--- src/rra_pkg.sv ---
// ----------------------------------------------------------------------------
// rra_pkg: shared types and constants of the ring region allocator
// Field widths, alignment masks, the state and result records and the
// helper that rounds the configured region size.
// ----------------------------------------------------------------------------
package rra_pkg;

  localparam int unsigned SIZE_W    = 19;
  localparam int unsigned HEAD_W    = 18;
  localparam int unsigned LEN_W     = 16;
  localparam int unsigned NEED_W    = 17;
  localparam int unsigned CNT_W     = 32;
  localparam int unsigned BYTES_W   = 48;
  localparam int unsigned MOD_STEPS = SIZE_W;
  localparam int unsigned MOD_CNT_W = 5;

  localparam logic [SIZE_W-1:0] MAX_REGION_BYTES = 19'd262144;
  localparam logic [SIZE_W-1:0] USED_MAX         = '1;
  localparam logic [2:0]        ALIGN8_MASK      = 3'd7;
  localparam logic [5:0]        ALIGN64_MASK     = 6'd63;

  typedef enum logic {
    MODE_ALLOC   = 1'b0,
    MODE_RELEASE = 1'b1
  } mode_e;

  typedef struct packed {
    logic [HEAD_W-1:0]  head;
    logic [SIZE_W-1:0]  used;
    logic [CNT_W-1:0]   grants;
    logic [BYTES_W-1:0] byte_total;
    logic [CNT_W-1:0]   refusals;
  } rra_state_t;

  typedef struct packed {
    logic              ok;
    logic [HEAD_W-1:0] offset;
    logic [SIZE_W-1:0] charged;
  } rra_result_t;

  // Rounds the raw size up to a multiple of 64 and caps it at the maximum.
  function automatic logic [SIZE_W-1:0] effective_size(input logic [SIZE_W-1:0] raw);
    logic [SIZE_W:0] sum;
    sum = {1'b0, raw} + (SIZE_W+1)'(ALIGN64_MASK);
    sum[5:0] = '0;
    if (sum > {1'b0, MAX_REGION_BYTES}) begin
      return MAX_REGION_BYTES;
    end
    return sum[SIZE_W-1:0];
  endfunction

endpackage

--- src/ring_region_allocator.sv ---
// ----------------------------------------------------------------------------
// ring_region_allocator: contiguous slice allocator over a circular region
// Grants 8-byte-aligned slices in FIFO order and takes them back on release.
// ----------------------------------------------------------------------------
// Usage:
// The input channel (in_valid_i / in_stall_o) carries one transaction per
// allocate or release; the output channel (out_valid_o / out_stall_i)
// returns exactly one result per transaction, in order, with the counter
// values as they stand after that transaction.
// Each transaction is captured in an input register, decided by one pass of
// logic and written to the result register. One transaction per cycle is
// sustained while the receiver takes results and no remainder is in
// progress. When the receiver stalls, the result register holds and one more
// transaction may wait in the input register before in_stall_o rises.
// If the region was shrunk while the head lay beyond its new end, the next
// grant that needs the head wrapped modulo the size runs the remainder unit,
// and no further transaction is decided until it finishes.
// The region size register is written on the cfg channel while idle, by the
// user; only a remainder blocks cfg. A size of zero refuses every allocation.
// Reset clears size, head, used count and counters; no clearing pass needed.
// ----------------------------------------------------------------------------
module ring_region_allocator (
  input  logic                        clk_i,
  input  logic                        rst_ni,
  input  logic                        cfg_valid_i,
  output logic                        cfg_ready_o,
  input  logic [rra_pkg::SIZE_W-1:0]  region_size_i,
  input  logic                        in_valid_i,
  output logic                        in_stall_o,
  input  logic                        mode_i,
  input  logic [rra_pkg::LEN_W-1:0]   length_i,
  input  logic [rra_pkg::SIZE_W-1:0]  release_bytes_i,
  output logic                        out_valid_o,
  input  logic                        out_stall_i,
  output logic                        ok_o,
  output logic [rra_pkg::HEAD_W-1:0]  offset_o,
  output logic [rra_pkg::SIZE_W-1:0]  charged_bytes_o,
  output logic [rra_pkg::CNT_W-1:0]   packets_sent_o,
  output logic [rra_pkg::BYTES_W-1:0] bytes_sent_o,
  output logic [rra_pkg::CNT_W-1:0]   refusals_o
);
  import rra_pkg::*;

  logic              size_wr;
  logic [SIZE_W-1:0] size_q;

  logic              s1_valid_q, s1_valid_d;
  logic              s1_mode_q;
  logic [LEN_W-1:0]  s1_length_q;
  logic [SIZE_W-1:0] s1_rel_q;

  logic              out_valid_q, out_valid_d;
  rra_result_t       res_q;
  rra_state_t        snap_q;

  rra_state_t        state_q, state_d;
  rra_result_t       core_res;
  logic              mod_start;
  logic [SIZE_W-1:0] mod_num;
  logic              mod_busy;
  logic              mod_done;
  logic [HEAD_W-1:0] mod_rem;

  logic              accept;
  logic              advance;

  rra_core u_core (
    .state_i         (state_q),
    .size_i          (size_q),
    .mode_i          (s1_mode_q),
    .length_i        (s1_length_q),
    .release_bytes_i (s1_rel_q),
    .state_o         (state_d),
    .result_o        (core_res),
    .mod_start_o     (mod_start),
    .mod_num_o       (mod_num)
  );

  rra_mod u_mod (
    .clk_i   (clk_i),
    .rst_ni  (rst_ni),
    .start_i (advance & mod_start),
    .num_i   (mod_num),
    .den_i   (size_q),
    .busy_o  (mod_busy),
    .done_o  (mod_done),
    .rem_o   (mod_rem)
  );

  assign cfg_ready_o = !mod_busy;
  assign size_wr     = cfg_valid_i && cfg_ready_o;

  // The head is not valid while a remainder is in progress.
  assign advance     = s1_valid_q && !mod_busy && (!out_valid_q || !out_stall_i);
  assign in_stall_o  = s1_valid_q && !advance;
  assign accept      = in_valid_i && !in_stall_o;
  assign s1_valid_d  = accept || (s1_valid_q && !advance);
  assign out_valid_d = advance || (out_valid_q && out_stall_i);

  always_ff @(posedge clk_i or negedge rst_ni) begin
    if (!rst_ni) begin
      size_q      <= '0;
      state_q     <= '0;
      s1_valid_q  <= 1'b0;
      out_valid_q <= 1'b0;
    end else begin
      s1_valid_q  <= s1_valid_d;
      out_valid_q <= out_valid_d;
      if (size_wr) begin
        size_q <= effective_size(region_size_i);
      end
      if (advance) begin
        state_q <= state_d;
      end else if (mod_done) begin
        state_q.head <= mod_rem;
      end
    end
  end

  always_ff @(posedge clk_i) begin
    if (accept) begin
      s1_mode_q   <= mode_i;
      s1_length_q <= length_i;
      s1_rel_q    <= release_bytes_i;
    end
    if (advance) begin
      res_q  <= core_res;
      snap_q <= state_d;
    end
  end

  assign out_valid_o     = out_valid_q;
  assign ok_o            = res_q.ok;
  assign offset_o        = res_q.offset;
  assign charged_bytes_o = res_q.charged;
  assign packets_sent_o  = snap_q.grants;
  assign bytes_sent_o    = snap_q.byte_total;
  assign refusals_o      = snap_q.refusals;

endmodule

--- src/rra_mod.sv ---
// ----------------------------------------------------------------------------
// rra_mod: iterative remainder unit
// Restoring remainder of a 19-bit value by the region size, one quotient
// bit per cycle. Used only when the head lies beyond a shrunken region.
// ----------------------------------------------------------------------------
module rra_mod (
  input  logic                       clk_i,
  input  logic                       rst_ni,
  input  logic                       start_i,
  input  logic [rra_pkg::SIZE_W-1:0] num_i,
  input  logic [rra_pkg::SIZE_W-1:0] den_i,
  output logic                       busy_o,
  output logic                       done_o,
  output logic [rra_pkg::HEAD_W-1:0] rem_o
);
  import rra_pkg::*;

  logic                 running_q, running_d;
  logic [MOD_CNT_W-1:0] cnt_q, cnt_d;
  logic [SIZE_W-1:0]    num_q, den_q, rem_q;
  logic [SIZE_W:0]      rem_sh;
  logic [SIZE_W:0]      rem_next;

  always_comb begin
    rem_sh = {rem_q, num_q[SIZE_W-1]};
    if (rem_sh >= {1'b0, den_q}) begin
      rem_next = rem_sh - {1'b0, den_q};
    end else begin
      rem_next = rem_sh;
    end
    done_o    = running_q && (cnt_q == MOD_CNT_W'(MOD_STEPS - 1));
    running_d = running_q;
    cnt_d     = cnt_q;
    if (start_i) begin
      running_d = 1'b1;
      cnt_d     = '0;
    end else if (running_q) begin
      cnt_d = cnt_q + 1'b1;
      if (done_o) begin
        running_d = 1'b0;
      end
    end
  end

  assign busy_o = running_q;
  // The remainder is below the divisor, at most 2^18, so it fits HEAD_W.
  assign rem_o  = rem_next[HEAD_W-1:0];

  always_ff @(posedge clk_i or negedge rst_ni) begin
    if (!rst_ni) begin
      running_q <= 1'b0;
      cnt_q     <= '0;
    end else begin
      running_q <= running_d;
      cnt_q     <= cnt_d;
    end
  end

  always_ff @(posedge clk_i) begin
    if (start_i) begin
      num_q <= num_i;
      den_q <= den_i;
      rem_q <= '0;
    end else if (running_q) begin
      num_q <= {num_q[SIZE_W-2:0], 1'b0};
      rem_q <= rem_next[SIZE_W-1:0];
    end
  end

endmodule

--- src/rra_core.sv ---
// ----------------------------------------------------------------------------
// rra_core: allocation decision logic
// Given the current state and one transaction, decides grant or refusal,
// computes the slice offset, charge, next head, used count and counters.
// ----------------------------------------------------------------------------
module rra_core (
  input  rra_pkg::rra_state_t         state_i,
  input  logic [rra_pkg::SIZE_W-1:0]  size_i,
  input  logic                        mode_i,
  input  logic [rra_pkg::LEN_W-1:0]   length_i,
  input  logic [rra_pkg::SIZE_W-1:0]  release_bytes_i,
  output rra_pkg::rra_state_t         state_o,
  output rra_pkg::rra_result_t        result_o,
  output logic                        mod_start_o,
  output logic [rra_pkg::SIZE_W-1:0]  mod_num_o
);
  import rra_pkg::*;

  logic [NEED_W-1:0] need;
  logic [SIZE_W-1:0] need_w;
  logic [SIZE_W-1:0] head_w;
  logic [SIZE_W-1:0] room_end;
  logic [SIZE_W-1:0] gap;
  logic [SIZE_W-1:0] free_total;
  logic              grant;
  logic              wrap;
  logic [SIZE_W-1:0] skip;
  logic [SIZE_W-1:0] base;
  logic [SIZE_W-1:0] next_x;
  logic [SIZE_W-1:0] next_sub;
  logic [SIZE_W:0]   charged_sum;
  logic [SIZE_W+1:0] used_sum;

  always_comb begin
    need       = (NEED_W'(length_i) + NEED_W'(ALIGN8_MASK)) & ~NEED_W'(ALIGN8_MASK);
    need_w     = SIZE_W'(need);
    head_w     = {1'b0, state_i.head};
    room_end   = (head_w < size_i) ? size_i - head_w : '0;
    gap        = head_w - state_i.used;
    free_total = size_i - state_i.used;

    grant = 1'b1;
    wrap  = 1'b0;
    if (state_i.used >= size_i) begin
      grant = 1'b0;
    end else if (head_w >= state_i.used) begin
      // Tail too short: wrap to the start if the space before head suffices.
      if (room_end < need_w) begin
        if (gap >= need_w) begin
          wrap = 1'b1;
        end else begin
          grant = 1'b0;
        end
      end
    end else if (free_total < need_w) begin
      grant = 1'b0;
    end

    skip        = wrap ? room_end : '0;
    base        = wrap ? '0 : head_w;
    next_x      = base + need_w;
    next_sub    = next_x - size_i;
    charged_sum = {1'b0, skip} + {1'b0, need_w};
    used_sum    = {2'b00, state_i.used} + {2'b00, skip} + {2'b00, need_w};

    state_o     = state_i;
    result_o    = '0;
    mod_start_o = 1'b0;
    mod_num_o   = next_x;

    if (mode_e'(mode_i) == MODE_RELEASE) begin
      state_o.used = (state_i.used > release_bytes_i) ?
                     state_i.used - release_bytes_i : '0;
      result_o.ok  = 1'b1;
    end else if (grant) begin
      result_o.ok      = 1'b1;
      result_o.offset  = base[HEAD_W-1:0];
      result_o.charged = charged_sum[SIZE_W-1:0];
      // The new head is below twice the size unless the head had been left
      // beyond a shrunken region; that case goes to the remainder unit.
      if (next_x < size_i) begin
        state_o.head = next_x[HEAD_W-1:0];
      end else if (next_sub < size_i) begin
        state_o.head = next_sub[HEAD_W-1:0];
      end else begin
        mod_start_o = 1'b1;
      end
      state_o.used       = (used_sum > (SIZE_W+2)'(USED_MAX)) ?
                           USED_MAX : used_sum[SIZE_W-1:0];
      state_o.grants     = state_i.grants + 1'b1;
      state_o.byte_total = state_i.byte_total + BYTES_W'(length_i);
    end else begin
      state_o.refusals = state_i.refusals + 1'b1;
    end
  end

endmodule

--- config.mk ---
export PLATFORM = sky130hd
export DESIGN_NAME = ring_region_allocator
export DESIGN_NICKNAME = d
export VERILOG_FILES = /design/src/rra_pkg.sv /design/src/ring_region_allocator.sv /design/src/rra_mod.sv /design/src/rra_core.sv
export SDC_FILE = /design/constraint.sdc
export NUM_CORES = 1
export LEC_CHECK = 0
export ABC_AREA = 1
export ABC_CLOCK_PERIOD_IN_PS = 11700
export BUFFER_PORTS_ARGS = -buffer_cell sky130_fd_sc_hd__buf_2
export CORE_ASPECT_RATIO = 0.75
export CORE_MARGIN = 2
export CORE_UTILIZATION = 55
export DETAILED_ROUTE_END_ITERATION = 10
export PLACE_DENSITY = 0.78
export SETUP_SLACK_MARGIN = 0.2
export SYNTH_ARGS = -nofsm -noshare
export SYNTH_HDL_FRONTEND = slang
export SYNTH_SLANG_ARGS = --single-unit
--- constraint.sdc ---
create_clock -name clk_i -period 11.7 [get_ports clk_i]
set_input_delay 0.585 -clock clk_i [delete_from_list [all_inputs] [get_ports clk_i]]
set_output_delay 0.585 -clock clk_i [all_outputs]
set_load 0.02 [all_outputs]
---- After elaboration in Yosys (flattened, before gate mapping) ----
Cells that the tools add are included.
storage, ports and cells
  flip-flop bits (word level) ............. 419
  input bits .............................. 60
  output and inout bits ................... 153
  word-level logic and storage cells ...... 116
operators by class
  add/subtract/negate cells ............... 16
  magnitude comparators ................... 12
  eq/ne operators ......................... 4
  multiplexer cells ....................... 39
  bitwise logic cells ..................... 2
  reductions and logical operators ........ 21
operators by type and width
  operator                                              count
  two-way mux 19 bit                                    10
  two-way mux 117 bit                                   1
  two-way mux 112 bit                                   1
  two-way mux 18 bit                                    6
  subtractor 19 bit                                     4
  adder 32 x 1 -> 32 bit, second input constant         2
  adder 48 x 16 -> 48 bit                               1
  adder 19 x 17 -> 19 bit                               2
  less-than comparator 19 x 17 -> 1 bit                 2
  less-than comparator 19 bit                           2
  two-way mux 38 bit                                    1
  two-way mux 32 bit                                    1
  adder 21 x 17 -> 21 bit                               1
  > comparator 21 x 19 -> 1 bit, second input constant  1
  adder 19 x 19 -> 20 bit                               1
  adder 19 x 6 -> 20 bit, second input constant         1
  >= comparator 20 x 19 -> 1 bit                        1
  > comparator 20 x 19 -> 1 bit, second input constant  1
  >= comparator 18 x 19 -> 1 bit                        1
  >= comparator 19 x 17 -> 1 bit                        1
  >= comparator 19 bit                                  1
  > comparator 19 bit                                   1
  less-than comparator 18 x 19 -> 1 bit                 1
  subtractor 18 x 19 -> 19 bit                          1
  other kinds (18)                                      49

---- Logic depth before layout (Yosys ltp) ----
Gate-level depths: netlist (run 1).
  depth after elaboration ................. 16
  gate-level depth with buffers ........... 71
  depth with buffers taken out ............ 67

---- By module ----
Synthesis (run 1) repeated with hierarchy kept, for this count alone.
second synthesis, totals
  cell total of the unflattened synthesis .. 4440
  area, all modules ....................... 32058.2 µm²
by module, submodules not included
  module                 instances  cells each  area an instance (µm²)  seq. area each (µm²)
  rra_core               1          2883        15582.4                 0.0
  ring_region_allocator  1          1005        12448.2                 9689.3
  rra_mod                1          552         4027.6                  1671.6

---- Worst setup path before layout (run 1) ----
Ideal clock, no wire load.
  path type ............................... reg-to-reg
  start ................................... register s1_length_q[1]
  end ..................................... register u_mod.num_q[0], enable pin
  setup time .............................. 392 ps
  data arrival time ....................... 8379 ps
  required time ........................... 11308 ps
  path slack .............................. 2929 ps
  cell stages (with the launch flop) ...... 70
  buffers on the path ..................... 4
  period minus slack after synthesis ...... 8771 ps
  cell sequence ........................... edfxtp_1 > nor2_1 > nand2_1 > nand2_1 > nor2_1 > inv_1 > nor2_2 > nand2_1 > nor2_1 > inv_1 > nor2_1 > inv_1 > nor2_1 > inv_1 > nor2_2 > inv_1 > nor2_1 > inv_1 > [... 34 more ...] > nor3_1 > nor2_1 > o21ai_0 > nand2_1 > nand2_1 > a21oi_1 > nor2_1 > nor2_1 > xnor2_1 > ha_1 > a21oi_1 > o21ai_0 > o21ai_0 > nor2_8 > inv_2 > buf_6 > buf_6 > nand2_1
on the way
  cells in the longest elaborated chain, start to end .. 16
  elaborated cells on any way between the ends .. 23
  classes of those cells .................. add/sub: 3; order compare: 5; mux: 13; bitwise: 1; reduce/logical: 1
ends and longest elaborated chain
  what                                     RTL line                      RTL
  start: declaration                       ring_region_allocator.sv:49   logic [LEN_W-1:0] s1_length_q;
  start signal: assignment                 ring_region_allocator.sv:123  s1_length_q <= length_i;
  adder 16 x 3 -> 17 bit (*)               rra_core.sv:35                need = (NEED_W'(length_i) + NEED_W'(ALIGN8_MASK)) & ~NEED_W'(ALIGN8_MASK);
  >= comparator 19 x 17 -> 1 bit           rra_core.sv:49                if (gap >= need_w) begin
  two-way mux 1 bit                        rra_core.sv:49
  two-way mux 1 bit (*)                    rra_core.sv:48                if (room_end < need_w) begin
  two-way mux 1 bit (*)                    rra_core.sv:46                end else if (head_w >= state_i.used) begin
  two-way mux 1 bit (*)                    rra_core.sv:44                if (state_i.used >= size_i) begin
  two-way mux 18 bit (*)                   rra_core.sv:60                base = wrap ? '0 : head_w;
  named net u_core.base[3]                 rra_core.sv:28                logic [SIZE_W-1:0] base;
  [... 2 more ...]                         -
  less-than comparator 19 bit              rra_core.sv:83                end else if (next_sub < size_i) begin
  two-way mux 1 bit                        rra_core.sv:83
  two-way mux 1 bit (*)                    rra_core.sv:81                if (next_x < size_i) begin
  two-way mux 1 bit (*)                    rra_core.sv:75                end else if (grant) begin
  two-way mux 1 bit (*)                    rra_core.sv:71                if (mode_e'(mode_i) == MODE_RELEASE) begin
  AND 1 bit (*)                            ring_region_allocator.sv:82   .start_i (advance & mod_start),
  named net u_mod.start_i                  rra_mod.sv:9                  input logic start_i,
  nonzero test 2 bit (no source line) (*)  -
  end signal: assignment                   rra_mod.sv:61                 num_q <= num_i;
  end signal: assignment                   rra_mod.sv:65                 num_q <= {num_q[SIZE_W-2:0], 1'b0};
  end: declaration                         rra_mod.sv:20                 logic [SIZE_W-1:0] num_q, den_q, rem_q;
The timed path passes the listed nets; every way through them passes the cells marked *.
A chain may end at the register's enable or synchronous reset.

---- Final worst setup path (run 1) ----
  start ................................... register s1_length_q[1]
  end ..................................... register u_mod.num_q[6], enable pin
The elaborated chain is that of the path after synthesis.

==> flow_summary.toml, run 1 <==
[run_status]
outcome = "finished clean"

[pwr]
p_clk_share_pct = 15.0
p_per_area_nw_per_um2 = 319
total_leakage_power_nw = 15.3
pwr-share-seq_pct = 23.8
irDropWorstVdd_v = 0.000183
power.internal_w = 0.00492
switching_share_pct = 51.0
switchingPower_w = 0.00512
combPwrFrac_pct = 61.2

[cells_and_area]
final_cell_area_um2 = 31500
num-nets-final = 4188
layout_commonest_cell = "nand2_1"
syn2layout_area_growth_pct = 11.4
fillCellCount = 4459
layout_common_cells = "1054 x nand2_1, 456 x inv_1, 310 x nor2_1, 240 x o21ai_0, 223 x ha_1"
drive_above_1_share_pct = 9.64

[floorplan]
initial_core_util_pct = 56.0
num_rows = 71
chipWidth_um = 266
die-area_um2 = 53200
io_pins = 213
core-area_um2 = 50500
dieHeight_um = 200

[synthesis]
synth_area_um2 = 28200
async_flop_share_pct = 41.8
synthCells = 3701
ys_seq_area_share_pct = 39.6
synth_top_area_share_pct = 23.2
synth_top_cell_by_area = "edfxtp_1"
synth_ff_type = "edfxtp_1"
synth_area_per_cell_um2 = 7.63
ys_warn_count = 0
synth.distinct_cells = 59
synth_edf_count = 218
ys_ff_latch = 407
synthTopCellsByArea = "edfxtp_1 23%, dfrtp_1 15%, nand2_1 14%, ha_1 9.9%, inv_1 6.1%"

[clock_network]
cts_setup_buffers = 0
ctsResizeCount = 0
cts_root_buf = "clkbuf_16"
htreeDepth = 2
clockBufferDepth = 3
cts_num_sinks = 407
ctsHoldBuffers = 0
cts.clk_slew.worst_paths_ns = 0.07
cts_buffers = 43
cts_tree = "built"
insertion_delay_ns = 0.61

[timing]
period_needed_ns = 10.30
slew-limit-headroom_pct = 36.8
skew_ns = 0.0354
tightest_slew_ns = 0.948
final.setup.tns_ns = 0
max_freq_mhz = 97.1
fin_crit_sh_pct = 88.0
finalHoldViolCount = 0
setup_viol = 0
rsz0062_at_grt = "no"
maxSlewViolCount = 0

[placed_design]
dp_hpwl_mm = 65.3
portBuffers = 212
gp_congestion = 1.03
place_area_um2 = 29900

[critical_path]
critPathMaxFanout = 19
end_kind = "flop"
cp.required_ns = 11.92
cpPeakStageDelay_ns = 0.57
cp-start-kind = "flop"
cp.arrival_ns = 10.52
path_common_cell = "nand2_1"
crit_type = "reg -> reg"
critPathSlowestCell = "nand2_1"

[worst_hold_path]
hold_path_class = "in -> async"

[routing]
drt_first_pass_iters = 6
drc = 0
wl_mm = 85.3
drtIter0Drc = 3010
wl_per_cell_um = 18.6
avgViaCountPerCell = 5.63
drt.antenna.violating_nets = 0
num_vias = 25853

[grt]
grt_use_total_pct = 31.8
grt_pass1_vias = 23689
grt_first_pass_wirelength_mm = 133
grt_max_degree = 120
grt_overflow_total = 0
grt_antenna_before_repair = 3

[run]
drv_cap = 0
-- layer usage --
metal / track usage, % / vias up / wire, um
met5: 0 / - / 0
li1: - / 12620 / -
met4: 8.47 / 0 / 2260
met1: 48.7 / 11895 / 39900
met3: 7.76 / 145 / 9240
met2: 44.4 / 1193 / 33900
-- sequential cells by signal, summed over array words and instances, names as in the netlist --
signal	cells
ok_o	1
state_q	149
bytes_sent_o	48
s1_mode_q	1
size_q	13
u_mod.cnt_q	5
s1_length_q	16
u_mod.den_q	13
u_mod.busy_o	1
refusals_o	32
u_mod.num_q	19
packets_sent_o	32
charged_bytes_o	19
offset_o	18
s1_valid_q	1
out_valid_o	1
s1_rel_q	19
u_mod.rem_q	19
-- power by group through the flow --
stage / clock network [W] / logic, W / registers, W
4_1_cts: 0.00152 / 0.00599 / 0.00238
3_3_place_gp: 0 / 0.00596 / 0.00240
6_report: 0.00151 / 0.00614 / 0.00239
5_1_grt: 0.00158 / 0.00677 / 0.00243
3_5_place_dp: 0 / 0.00595 / 0.00239
2_1_floorplan: 0 / 0.00411 / 0.00258
-- worst max-delay path, delay by kind of cell, from the launching register on --
family          cells  cell delay, ns
compound gates      6            1.07
xor+xnor            2            0.48
fa+ha+maj           5            1.38
flops               1            0.38
simple gates       39            5.59
buf+inv            12            1.00
-- metrics by stage --
step | setup WS [ns] | power, W | cells | util, % | hold slack, ns
after floorplan | 2.93 | 0.00669 | 3703 | - | 0.289
after detailed placement | 1.69 | 0.00834 | 4509 | 59.3 | 0.483
after global routing | 0.457 | 0.0108 | 4591 | 62.3 | 0.0538
after CTS | 1.63 | 0.00989 | 4589 | 62.3 | 0.0215
after global placement | 1.88 | 0.00836 | 4509 | 59.3 | 0.481
final | 1.40 | 0.0100 | 4592 | 62.4 | 0.00311
-- Yosys cell counts (3+ instances only) --
cell and instances:
nor3_2 4, o221ai_1 3, inv_1 457, ha_1 223, nor4_1 24, a21oi_1 191
fa_1 8, nor3_1 75, buf_6 7, buf_2 27, o21bai_1 18, o211ai_1 18
inv_2 24, and3_1 3, nand4_1 64, buf_4 7, nor2_2 6, o21ai_1 45
o22ai_1 3, nor2_1 311, xnor2_1 49, edfxtp_1 218, a211oi_1 8, dfrtp_1 170
a31oi_1 10, nand2_1 1054, a21boi_0 6, buf_1 11, dfxtp_1 19, or2_2 10
clkbuf_1 36, nand3b_1 21, xor2_1 91, and2_1 19, o21ai_0 240, a21o_1 15
o21a_1 7, o31ai_1 4, nand3_1 164, nand2_2 6, nand3_2 5
-- worst paths after layout --
kind	from	cells after the start	slack, ns	to
worst min-delay path	rst_ni	1	0.003	u_mod.busy_o
worst min register to register	state_q[82]	2	0.50	state_q[82]
worst max-delay path	s1_length_q[1]	64	1.40	u_mod.num_q[6]
min in group clk_i	release_bytes_i[9]	1	0.16	s1_rel_q[9]
worst max register to register	s1_length_q[1]	64	1.40	u_mod.num_q[6]
max in group asynchronous	rst_ni	2	10.37	state_q[54]
-- logic make-up after synthesis --
| group | share of synthesized area [%] |
|---|---|
| AOI/OAI and AO/OA | 11.1 |
| xor gates and xnor gates | 4.34 |
| adders and majority gates | 10.4 |
| buffers and inverters | 8.03 |
| DFF | 39.6 |
| other | 0.0133 |
| and+or+nand+nor | 26.4 |
-- final cells by class --
class,instances,area (um^2),area share [%]
antenna,3,7.51,0.0239
clock buffer,48,1130,3.61
clock inverter,32,402,1.28
inverter,484,1830,5.81
multi-input combinational,2723,14800,47.1
sequential,407,11200,35.5
tap,657,822,2.61
timing repair buffer,238,1260,4.01
No activity file was read; power rests on OpenSTA's default activity.
==> run 2, diff against run 1 <==
--- a/config.mk
+++ b/config.mk
@@ -9,7 +9,7 @@
 export ABC_CLOCK_PERIOD_IN_PS = 11700
 export BUFFER_PORTS_ARGS = -buffer_cell sky130_fd_sc_hd__buf_2
 export CORE_ASPECT_RATIO = 0.75
-export CORE_MARGIN = 2
+export CORE_MARGIN = 3
 export CORE_UTILIZATION = 55
 export DETAILED_ROUTE_END_ITERATION = 10
 export PLACE_DENSITY = 0.78
==> run 2 against run 1 <==
Compared with the run above:
- clock-buffer cell count grew 13
- non-clock buffer count shrank 4
- register-to-register slack worse by 0.19 ns
- critical endpoint is now state_q[117]
- sequential power barely moved
- first-iteration DRC count decreased by 12%
==> flow_summary.toml, run 2 (synthesis gave the netlist of run 1 again) <==
[critical_path]
r2r_slack_ns = 1.21
cp.required_ns = 12.16
end_kind = "flop"
crit_start = "s1_length_q[1]"
cp.arrival_ns = 10.95
cpPeakStageDelay_ns = 0.59
crit_type = "reg -> reg"
critPathMaxFanout = 31
cp-start-kind = "flop"
path_buf_inv = 10
critPathSlowestCell = "nor3_1"
path_common_cell = "nor2_1"
r2r_start = "s1_length_q[1]"
critPathTopFamily = "simple AND/OR/NAND/NOR gates"

[routing]
drt_first_pass_iters = 7
wl_mm = 82.9
drt.antenna.violating_nets = 0
drtIter0Drc = 2649
wl_per_cell_um = 18.1
drc = 0
num_vias = 25837
avgViaCountPerCell = 5.64

[grt]
grt_first_pass_wirelength_mm = 129
grt_overflow_total = 0
grt_pass1_vias = 23462
grt_max_degree = 101
grt_use_total_pct = 30.2
grt_antenna_before_repair = 2

[timing]
rsz0062_at_grt = "no"
final.setup.tns_ns = 0
fin_crit_sh_pct = 89.6
maxSlewViolCount = 0
tightest_slew_ns = 1.03
finalWorstSetupSlack_ns = 1.21
skew_ns = 0.0197
setup_viol = 0
period_needed_ns = 10.49
max_freq_mhz = 95.4
slew-limit-headroom_pct = 31.1
finalHoldViolCount = 0

[clock_network]
cts.clk_slew.worst_paths_ns = 0.06
clockBufferDepth = 3
cts_buffers = 42
insertion_delay_ns = 0.59
cts_tree = "built"
cts_num_sinks = 407
cts_root_buf = "clkbuf_16"
htreeDepth = 2
cts_setup_buffers = 0

[floorplan]
io_pins = 213
dieHeight_um = 202
core-area_um2 = 50500
initial_core_util_pct = 56.0
die-area_um2 = 54100
chipWidth_um = 268
num_rows = 71

[placed_design]
portBuffers = 212
gp_congestion = 1.06
dp_hpwl_mm = 63.0
pre_cts_ws_ns = 1.49

[run_status]
outcome = "finished clean"

[cells_and_area]
layout_commonest_cell = "nand2_1"
largest_register_ffs = 149
seq_area_um2 = 11200
multi_input_area_um2 = 14800
layout_common_cells = "1054 x nand2_1, 456 x inv_1, 309 x nor2_1, 240 x o21ai_0, 223 x ha_1"
fillCellCount = 4497
syn2layout_area_growth_pct = 10.6
post-route-util_pct = 61.9
drive_above_1_share_pct = 9.22
top_register = "state_q"
num-nets-final = 4183

[run]
drv_cap = 0

[worst_hold_path]
hold_path_class = "in -> async"

[pwr]
irDropWorstVdd_v = 0.000172
total_leakage_power_nw = 15.2
p_per_area_nw_per_um2 = 313
[run 2: changes by cell type in the layout (fill, tap and decap cells not counted), moves of 2 or more]
cell | before | now
buf_4 | 26 | 22
bufinv_16 | 8 | 0
clkbuf_1 | 1 | 14
clkinv_2 | 9 | 2
clkinvlp_4 | 2 | 4
diode_2 | 3 | 1
inv_4 | 3 | 1
[run 2: per-stage QoR]
| step | instances | total power [W] | hold WS, ns | area, um^2 |
|---|---|---|---|---|
| floorplan | 3703 | 0.00669 | 0.289 | 28200 |
| global placement | 4505 | 0.00819 | 0.482 | 29900 |
| detailed placement | 4505 | 0.00825 | 0.485 | 29900 |
| CTS | 4583 | 0.00961 | 0.145 | 31200 |
| global route | 4584 | 0.0105 | 0.156 | 31200 |
| finish | 4584 | 0.00976 | 0.118 | 31200 |
[run 2: timing repair]
item / CTS / global route
hold buffers: 0 / 0
resized for setup: 0 / 1
endpoints found under the setup margin: 0 / 19
[run 2: cell type report]
cell class	instances	area share (%)
clock buffer	61	3.79
timing repair buffer	234	3.95
sequential	407	35.8
clock inverter	17	0.469
tap	657	2.63
multi-input combinational	2723	47.5
antenna	1	0.00801
inverter	484	5.85
[run 2: power breakdown]
part / total, W / switching (W) / internal, W / leakage [nW]
registers: 0.00238 / 0.000313 / 0.00207 / 4.55
clock network: 0.00132 / 0.000605 / 0.000716 / 0.632
logic: 0.00606 / 0.00409 / 0.00197 / 10.0
total: 0.00976 / 0.00501 / 0.00475 / 15.2
[run 2: worst paths after layout]
check	to	cells past startpoint
min in group clk_i	s1_rel_q[4]	1
min reg2reg	state_q[68]	2
min	state_q[28]	1
max reg2reg	state_q[117]	58
max	state_q[117]	58
max in group asynchronous	state_q[47]	2
[run 2: routing by layer]
layer | share of wire [%] | wire (um) | vias up | track usage, %
met1 | 45 | 37400 | 11912 | 45.3
met3 | 11 | 9260 | 168 | 7.97
li1 | - | - | 12583 | -
met4 | 3.1 | 2540 | 2 | 9.11
met2 | 41 | 33700 | 1172 | 42.5
met5 | 0.0096 | 8 | - | 0
